File: src/hw/rtl/nwld_pkg.sv
// ----------------------------------------------------------------------------
// nwld_pkg
// Types, commands and the code word table shared by the decoder modules.
// ----------------------------------------------------------------------------
package nwld_pkg;

    localparam int CODE_COUNT = 26;
    localparam int CODE_IDX_W = 5;

    localparam logic [7:0] SLASH_BYTE   = 8'h2F;
    localparam logic [7:0] NEWLINE_BYTE = 8'h0A;
    localparam logic [7:0] UPPER_A_BYTE = 8'h41;
    localparam logic [7:0] UPPER_Z_BYTE = 8'h5A;
    localparam logic [7:0] LOWER_A_BYTE = 8'h61;
    localparam logic [7:0] LOWER_Z_BYTE = 8'h7A;

    // command codes from front to back
    localparam logic [1:0] OP_EOT    = 2'd0;
    localparam logic [1:0] OP_SLASH  = 2'd1;
    localparam logic [1:0] OP_LETTER = 2'd2;
    localparam logic [1:0] OP_OTHER  = 2'd3;

    typedef struct packed {
        logic [7:0] in_char;
        logic       end_of_text;
    } item_t;

    typedef struct packed {
        logic [7:0] out_char;
        logic       overflow_error;
    } result_t;

    typedef struct packed {
        logic [1:0] op;
        logic [4:0] letter;
    } cmd_t;

    localparam int CMD_W = $bits(cmd_t);

    // right-justified text, first letter in the highest used byte
    localparam logic [63:0] CODE_TEXT [0:CODE_COUNT-1] = '{
        64'("ALFA"), 64'("BRAVO"), 64'("CHARLIE"), 64'("DELTA"), 64'("ECHO"),
        64'("FOXTROT"), 64'("GOLF"), 64'("HOTEL"), 64'("INDIA"), 64'("JULIETT"),
        64'("KILO"), 64'("LIMA"), 64'("MIKE"), 64'("NOVEMBER"), 64'("OSCAR"),
        64'("PAPA"), 64'("QUEBEC"), 64'("ROMEO"), 64'("SIERRA"), 64'("TANGO"),
        64'("UNIFORM"), 64'("VICTOR"), 64'("WHISKEY"), 64'("XRAY"),
        64'("YANKEE"), 64'("ZULU")
    };

    localparam logic [3:0] CODE_LENS [0:CODE_COUNT-1] = '{
        4'd4, 4'd5, 4'd7, 4'd5, 4'd4, 4'd7, 4'd4, 4'd5, 4'd5, 4'd7, 4'd4, 4'd4,
        4'd4, 4'd8, 4'd5, 4'd4, 4'd6, 4'd5, 4'd6, 4'd5, 4'd7, 4'd6, 4'd7, 4'd4,
        4'd6, 4'd4
    };

    // low five bits of letter pos of code word x (pos below its length)
    function automatic logic [4:0] code_letter(input int x, input logic [2:0] pos);
        logic [63:0] w;
        logic [3:0]  sh;
        w  = CODE_TEXT[x];
        sh = CODE_LENS[x] - 4'd1 - {1'b0, pos};
        return w[{sh[2:0], 3'b000} +: 5];
    endfunction

endpackage

File: src/hw/rtl/nwld_fifo.sv
// ----------------------------------------------------------------------------
// nwld_fifo
// Short command queue between the classifier front and the word back end.
// ----------------------------------------------------------------------------
module nwld_fifo #(
    parameter int WIDTH = 8,
    parameter int DEPTH = 2
) (
    input  logic             clk,
    input  logic             rst_n,
    input  logic             wr_en,
    input  logic [WIDTH-1:0] wr_data,
    output logic             fifo_full,
    input  logic             rd_en,
    output logic [WIDTH-1:0] rd_data,
    output logic             fifo_empty
);

    localparam int AW = (DEPTH > 1) ? $clog2(DEPTH) : 1;
    localparam int CW = $clog2(DEPTH + 1);

    logic [WIDTH-1:0] mem_reg [0:DEPTH-1];
    logic [AW-1:0]    wr_ptr_reg, wr_ptr_next;
    logic [AW-1:0]    rd_ptr_reg, rd_ptr_next;
    logic [CW-1:0]    count_reg, count_next;

    assign fifo_full  = (count_reg == CW'(DEPTH));
    assign fifo_empty = (count_reg == '0);
    assign rd_data    = mem_reg[rd_ptr_reg];

    always_comb
    begin
        wr_ptr_next = wr_ptr_reg;
        rd_ptr_next = rd_ptr_reg;
        count_next  = count_reg;
        if (wr_en)
        begin
            wr_ptr_next = (wr_ptr_reg == AW'(DEPTH - 1)) ? '0 : wr_ptr_reg + 1'b1;
        end
        if (rd_en)
        begin
            rd_ptr_next = (rd_ptr_reg == AW'(DEPTH - 1)) ? '0 : rd_ptr_reg + 1'b1;
        end
        if (wr_en && !rd_en)
        begin
            count_next = count_reg + 1'b1;
        end
        else if (!wr_en && rd_en)
        begin
            count_next = count_reg - 1'b1;
        end
    end

    always_ff @(posedge clk or negedge rst_n)
    begin
        if (!rst_n)
        begin
            wr_ptr_reg <= '0;
            rd_ptr_reg <= '0;
            count_reg  <= '0;
        end
        else
        begin
            wr_ptr_reg <= wr_ptr_next;
            rd_ptr_reg <= rd_ptr_next;
            count_reg  <= count_next;
        end
    end

    always_ff @(posedge clk)
    begin
        if (wr_en)
        begin
            mem_reg[wr_ptr_reg] <= wr_data;
        end
    end

endmodule

File: src/hw/rtl/nwld_front.sv
// ----------------------------------------------------------------------------
// nwld_front
// Accepts text bytes, drops the byte after a slash, classifies the rest.
// ----------------------------------------------------------------------------
module nwld_front (
    input  logic           clk,
    input  logic           rst_n,
    input  logic           push,
    input  nwld_pkg::item_t item,
    input  logic           cmd_full,
    output logic           full,
    output logic           cmd_push,
    output nwld_pkg::cmd_t cmd
);

    import nwld_pkg::*;

    logic accept;
    logic is_letter;
    logic skip_reg, skip_next;

    assign accept    = push && !full;
    assign full      = cmd_full;
    assign is_letter = ((item.in_char >= UPPER_A_BYTE) && (item.in_char <= UPPER_Z_BYTE))
                    || ((item.in_char >= LOWER_A_BYTE) && (item.in_char <= LOWER_Z_BYTE));

    always_comb
    begin
        skip_next  = skip_reg;
        cmd_push   = 1'b0;
        cmd.letter = item.in_char[4:0];
        cmd.op     = OP_OTHER;
        if (accept)
        begin
            if (item.end_of_text)
            begin
                cmd_push  = 1'b1;
                cmd.op    = OP_EOT;
                skip_next = 1'b0;
            end
            else if (skip_reg)
            begin
                skip_next = 1'b0;
            end
            else if (item.in_char == SLASH_BYTE)
            begin
                cmd_push  = 1'b1;
                cmd.op    = OP_SLASH;
                skip_next = 1'b1;
            end
            else if (is_letter)
            begin
                cmd_push = 1'b1;
                cmd.op   = OP_LETTER;
            end
            else
            begin
                cmd_push = 1'b1;
                cmd.op   = OP_OTHER;
            end
        end
    end

    always_ff @(posedge clk or negedge rst_n)
    begin
        if (!rst_n)
        begin
            skip_reg <= 1'b0;
        end
        else
        begin
            skip_reg <= skip_next;
        end
    end

endmodule

File: src/hw/rtl/nwld_back.sv
// ----------------------------------------------------------------------------
// nwld_back
// Runs the 26 code word compares per letter and drives the result register.
// ----------------------------------------------------------------------------
module nwld_back #(
    parameter int MAX_WORD_LETTERS = 64
) (
    input  logic              clk,
    input  logic              rst_n,
    input  logic              cmd_empty,
    input  nwld_pkg::cmd_t    cmd,
    output logic              cmd_pop,
    input  logic              pop,
    output logic              empty,
    output nwld_pkg::result_t result
);

    import nwld_pkg::*;

    localparam int CW = $clog2(MAX_WORD_LETTERS + 1);

    logic [CW-1:0]         count_reg, count_next;
    logic [CODE_COUNT-1:0] live_reg, live_next;
    logic [CODE_COUNT-1:0] matched_reg, matched_next;
    logic                  halted_reg, halted_next;
    logic                  out_valid_reg, out_valid_next;
    result_t               out_reg, out_next;
    logic [CW-1:0]         count_inc;
    logic [CODE_IDX_W-1:0] first_idx;
    logic                  emit;
    result_t               emit_data;

    assign empty     = !out_valid_reg;
    assign result    = out_reg;
    assign cmd_pop   = !cmd_empty && (!out_valid_reg || pop);
    assign count_inc = count_reg + 1'b1;

    always_comb
    begin
        first_idx = '0;
        for (int x = CODE_COUNT - 1; x >= 0; x--)
        begin
            if (matched_reg[x])
            begin
                first_idx = CODE_IDX_W'(x);
            end
        end
    end

    always_comb
    begin
        count_next   = count_reg;
        live_next    = live_reg;
        matched_next = matched_reg;
        halted_next  = halted_reg;
        emit         = 1'b0;
        emit_data    = '{out_char: NEWLINE_BYTE, overflow_error: 1'b0};
        if (cmd_pop)
        begin
            if (cmd.op == OP_EOT)
            begin
                emit         = 1'b1;
                count_next   = '0;
                live_next    = '1;
                matched_next = '0;
                halted_next  = 1'b0;
            end
            else if (!halted_reg)
            begin
                case (cmd.op)
                    OP_SLASH:
                    begin
                        emit = 1'b1;
                    end
                    OP_LETTER:
                    begin
                        for (int x = 0; x < CODE_COUNT; x++)
                        begin
                            if (live_reg[x])
                            begin
                                if ((count_reg < CW'(CODE_LENS[x]))
                                    && (cmd.letter == code_letter(x, count_reg[2:0])))
                                begin
                                    if (count_inc == CW'(CODE_LENS[x]))
                                    begin
                                        matched_next[x] = 1'b1;
                                        live_next[x]    = 1'b0;
                                    end
                                end
                                else
                                begin
                                    live_next[x] = 1'b0;
                                end
                            end
                        end
                        count_next = count_inc;
                        if (count_inc >= CW'(MAX_WORD_LETTERS))
                        begin
                            emit         = 1'b1;
                            emit_data    = '{out_char: 8'h00, overflow_error: 1'b1};
                            count_next   = '0;
                            live_next    = '1;
                            matched_next = '0;
                            halted_next  = 1'b1;
                        end
                    end
                    OP_OTHER:
                    begin
                        if (count_reg != '0)
                        begin
                            if (matched_reg != '0)
                            begin
                                emit      = 1'b1;
                                emit_data = '{out_char: UPPER_A_BYTE + 8'(first_idx),
                                              overflow_error: 1'b0};
                            end
                            count_next   = '0;
                            live_next    = '1;
                            matched_next = '0;
                        end
                    end
                    default:
                    begin
                        emit = 1'b0;
                    end
                endcase
            end
        end
    end

    always_comb
    begin
        out_valid_next = out_valid_reg;
        out_next       = out_reg;
        if (cmd_pop)
        begin
            out_valid_next = emit;
            out_next       = emit_data;
        end
        else if (pop)
        begin
            out_valid_next = 1'b0;
        end
    end

    always_ff @(posedge clk or negedge rst_n)
    begin
        if (!rst_n)
        begin
            count_reg     <= '0;
            live_reg      <= '1;
            matched_reg   <= '0;
            halted_reg    <= 1'b0;
            out_valid_reg <= 1'b0;
        end
        else
        begin
            count_reg     <= count_next;
            live_reg      <= live_next;
            matched_reg   <= matched_next;
            halted_reg    <= halted_next;
            out_valid_reg <= out_valid_next;
        end
    end

    always_ff @(posedge clk)
    begin
        out_reg <= out_next;
    end

endmodule

File: src/hw/rtl/nato_word_letter_decoder.sv
// ----------------------------------------------------------------------------
// nato_word_letter_decoder
// Turns a text stream of NATO code words into their upper-case initials.
// ----------------------------------------------------------------------------
//  channel   direction  beat        handshake
//  item      in         item_t      push / full
//  result    out        result_t    pop / empty
//
//  one byte per cycle sustained unless a result stalls; the back end handles
//  one command a cycle, set by its 26 parallel code word compares
//  commands pass through the queue, then results through the result register
//  reset is asynchronous, active low, and needs no clearing pass
//  a stalled result holds the back end; the two-entry queue absorbs the front
// ----------------------------------------------------------------------------
module nato_word_letter_decoder #(
    parameter int MAX_WORD_LETTERS = 64
) (
    input  logic              clk,
    input  logic              rst_n,
    input  logic              push,
    input  nwld_pkg::item_t   item,
    output logic              full,
    input  logic              pop,
    output nwld_pkg::result_t result,
    output logic              empty
);

    import nwld_pkg::*;

    localparam int QUEUE_DEPTH = 2;

    logic cmd_push;
    logic cmd_pop;
    logic fifo_full;
    logic fifo_empty;
    cmd_t cmd_in;
    cmd_t cmd_out;

    nwld_front u_front (
        .clk      (clk),
        .rst_n    (rst_n),
        .push     (push),
        .item     (item),
        .cmd_full (fifo_full),
        .full     (full),
        .cmd_push (cmd_push),
        .cmd      (cmd_in)
    );

    nwld_fifo #(
        .WIDTH (CMD_W),
        .DEPTH (QUEUE_DEPTH)
    ) u_fifo (
        .clk        (clk),
        .rst_n      (rst_n),
        .wr_en      (cmd_push),
        .wr_data    (cmd_in),
        .fifo_full  (fifo_full),
        .rd_en      (cmd_pop),
        .rd_data    (cmd_out),
        .fifo_empty (fifo_empty)
    );

    nwld_back #(
        .MAX_WORD_LETTERS (MAX_WORD_LETTERS)
    ) u_back (
        .clk       (clk),
        .rst_n     (rst_n),
        .cmd_empty (fifo_empty),
        .cmd       (cmd_out),
        .cmd_pop   (cmd_pop),
        .pop       (pop),
        .empty     (empty),
        .result    (result)
    );

    a_no_push_when_full: assert property (@(posedge clk) disable iff (!rst_n)
        cmd_push |-> !fifo_full)
        else $error("command queue written while full");

    a_no_pop_when_empty: assert property (@(posedge clk) disable iff (!rst_n)
        cmd_pop |-> !fifo_empty)
        else $error("command queue read while empty");

    a_eot_reaches_queue: assert property (@(posedge clk) disable iff (!rst_n)
        (push && !full && item.end_of_text) |=> !fifo_empty)
        else $error("end of text beat lost before the back end");

    a_overflow_has_no_char: assert property (@(posedge clk) disable iff (!rst_n)
        (!empty && result.overflow_error) |-> (result.out_char == 8'h00))
        else $error("overflow result carries a character");

endmodule

File: config.mk
export PLATFORM = sky130hd
export DESIGN_NAME = nato_word_letter_decoder
export DESIGN_NICKNAME = d
export VERILOG_FILES = /design/src/hw/rtl/nwld_pkg.sv /design/src/hw/rtl/nwld_fifo.sv /design/src/hw/rtl/nwld_front.sv /design/src/hw/rtl/nwld_back.sv /design/src/hw/rtl/nato_word_letter_decoder.sv
export SDC_FILE = /design/constraint.sdc
export NUM_CORES = 1
export LEC_CHECK = 0
export ABC_AREA = 1
export BUFFER_PORTS_ARGS = -buffer_cell sky130_fd_sc_hd__buf_2
export CAP_MARGIN = 20
export CORE_ASPECT_RATIO = 2
export CORE_UTILIZATION = 60
export DETAILED_ROUTE_END_ITERATION = 8
export PLACE_DENSITY = 0.86
export SYNTH_ARGS = -nofsm -noshare
export SYNTH_HDL_FRONTEND = slang
export SYNTH_SLANG_ARGS = --single-unit
File: constraint.sdc
create_clock -name clk -period 3.1 [get_ports clk]
set_clock_uncertainty 0.15 [all_clocks]
set_input_delay 0.62 -clock clk [delete_from_list [all_inputs] [get_ports clk]]
set_output_delay 0.62 -clock clk [all_outputs]
set_load 0.01 [all_outputs]
==> run metrics <==
status completed; I/O pin count 24; Leak Pwr 3.18 nW; RSZ-0062 raised after global routing false; GPL Wtd Cong 1.03; final setup margin 0.206 ns; H-Tree Depth 3; slew margin rel. 0.611; most used cell, CP nor2_1; TritonCTS buffer count 9; largest net degree at the start of global routing 34; Tot Pwr 9.01 mW; Worst EP arrival 3.02 ns; standard-cell rows 52; WL per Instance 19.0 um; final hold viol count 0; worst vdd ir 0.716 mV; syn_area_per_cell 7.76 um2; vias in the first global route 6059; clk buf depth 2; first-pass GRT wire length 29.9 mm; Via Count 5995; Antenna Nets Post-Route 0; cells after synthesis 817; Crit path largest cell delay 0.55 ns; sequential share of the synthesized area 0.370; Area Overhead vs Synth 10.9%; yosys warns 0; Total Die Area 0.0110 mm2; EDFF count, synth 22; Core ar. 0.0102 mm2; total gr overflow 0; clock sink count 88; Hold Path Class primary input to async pin; crit-path cells inv_2, or2_1, o21ai_1, inv_1, nor2_2, nor2_1, clkinv_1, nand2_2, nor2_4, buf_4, nand2_1, a21oi_1, nor2_1; IO buf count 22; Cell Pwr Density 1280 mW/mm2; endpoints failing setup 0; min Tclk post-route 2.89 ns; CTS clock-pin slew for the worst setup and hold paths 0.07 ns; post-synth cell types 55; Die Y-Extent 147 um; Final Util 0.689; max-slew violations 0; Final HPWL DP 14.1 mm; GRT Overall Usage 0.369; DRT Wirelength 18.8 mm; Post-route DRC 0; CP Class register to register; initial DRC count 485; Post-Place Setup Slack 0.282 ns; CP required 3.23 ns; initial core utilization 0.621; Critical Path Sink Type register; antenna violations before repair 0; First-pass DRT Iterations 6; Mapped Area 0.00634 mm2; Final period util 0.934; Clock Latency Late Sink 0.35 ns; Max Cap Violations 0; Antenna diodes 0; fmax 346 MHz; root buffer cell clkbuf_16; crit-path max FO 31; share of layout cells above drive strength 1 0.169; Startpoint Class register; Layout Nets 884; Synth async-reset ratio 0.750; Most used DFF post-synth dfrtp_1; # Post-CTS Setup Buffers 0; synthesized flop and latch total 88; total negative setup slack 0 ns; Die X 74.7 um; Worst Tran Pin Value 0.578 ns; via/cell ratio 6.03; CP max-delay cell dfrtp_1; CTS tree done
==> final timing paths <==
kind | start | endpoint | slack (ns) | cells past startpoint
max | u_fifo.rd_ptr_reg | u_back.live_reg[3] | 0.21 | 13
min | rst_n | u_back.live_reg[9] | 0.17 | 1
max reg2reg | u_fifo.rd_ptr_reg | u_back.live_reg[3] | 0.21 | 13
min reg2reg | u_back.live_reg[0] | u_back.live_reg[0] | 0.35 | 2
max in group asynchronous | rst_n | u_back.live_reg[15] | 2.13 | 2
min in group clk | pop | u_back.out_valid_reg | 0.32 | 2
==> through the flow <==
stage	std cells	hold slack [ns]	area, um2
5_1_grt	994	0.178	7030
2_1_floorplan	818	0.174	6350
4_1_cts	994	0.171	7030
6_report	994	0.174	7030
3_3_place_gp	978	0.333	6710
3_5_place_dp	978	0.337	6710
==> worst max-delay path, delay by kind of cell (launching register included) <==
| kind | cells | cell delay (ns) |
|---|---|---|
| buffers and inverters | 4 | 0.67 |
| and+or+nand+nor | 7 | 1.06 |
| AOI/OAI and AO/OA | 2 | 0.37 |
| DFF | 1 | 0.55 |
==> routing by layer <==
metal | wire length, um | share of wire | GRT usage | vias up
met5 | 0 | 0 | 0 | -
met4 | 1590 | 0.084 | 0.284 | 0
met3 | 1160 | 0.062 | 0.0695 | 117
met2 | 9650 | 0.51 | 0.618 | 292
met1 | 6440 | 0.34 | 0.392 | 2785
li1 | - | - | - | 2801
==> placed cells by master, fill, tap and decap left out, types with 3 or more instances in the layout <==
cell type	instances
or2_2	8
nand3_1	44
nor2_1	76
o21ai_0	30
nor2_2	4
inv_1	103
o21a_1	3
a21oi_2	3
nand2_2	4
o22ai_1	9
nand4_1	13
nor4_1	14
a2111oi_2	4
clkbuf_16	9
buf_2	22
inv_6	3
inv_2	8
a221o_1	7
edfxtp_1	22
a21oi_1	50
nand2_1	155
dfrtp_1	40
dfstp_2	26
nor3_1	14
o2111ai_1	9
nor2_4	5
o211ai_1	19
xor2_1	46
xnor2_1	16
buf_4	32
a211oi_1	4
clkinv_1	4
ha_1	16
==> report_power, final <==
| part | total [mW] | internal (mW) | switching [mW] |
|---|---|---|---|
| sequential | 2.03 | 1.81 | 0.217 |
| clock | 1.16 | 0.642 | 0.513 |
| combinational | 5.82 | 1.98 | 3.85 |
| total | 9.01 | 4.43 | 4.58 |
==> cell families (layout without fill, tap and decap cells) <==
logic type / count (synthesis) / after routing / share of synthesized area
xor+xnor: 62 / 62 / 0.0856
buf+inv: 146 / 187 / 0.0965
simple gates: 349 / 349 / 0.253
fa+ha+maj: 17 / 17 / 0.0335
other cells: 1 / 2 / 0.000591
flops: 88 / 88 / 0.370
compound gates: 154 / 154 / 0.161
==> synthesized netlist by cell type, types with 6 or more instances <==
cell type | count | share of area
nand2_1 | 155 | 0.092
inv_1 | 103 | 0.061
nor2_1 | 76 | 0.045
a21oi_1 | 50 | 0.039
xor2_1 | 46 | 0.064
nand3_1 | 44 | 0.035
dfrtp_1 | 40 | 0.16
o21ai_0 | 30 | 0.024
dfstp_2 | 26 | 0.11
edfxtp_1 | 22 | 0.10
o211ai_1 | 19 | 0.022
ha_1 | 17 | 0.034
xnor2_1 | 16 | 0.022
nor4_1 | 15 | 0.015
nor3_1 | 14 | 0.011
buf_2 | 13 | 0.010
nand4_1 | 13 | 0.013
o2111ai_1 | 9 | 0.012
o22ai_1 | 9 | 0.0089
inv_2 | 8 | 0.0047
or2_2 | 8 | 0.0079
a221o_1 | 7 | 0.011
buf_4 | 6 | 0.0071
==> layout make-up <==
class                      count  area (um2)
clock buffer                   9         225
clock inverter                 7        88.8
fill                         878        3180
inverter                     116         438
multi-input combinational    584        3400
sequential                    88        2340
tap                          135         169
timing repair buffer          55         370
==> what timing repair did <==
action | CTS | global route
hold endpoints to repair | 0 | 0
resized for setup | 0 | 2
hold buffers | 0 | 0
endpoints found under the setup margin | 0 | 5
(Power assumes the default switching activity.)
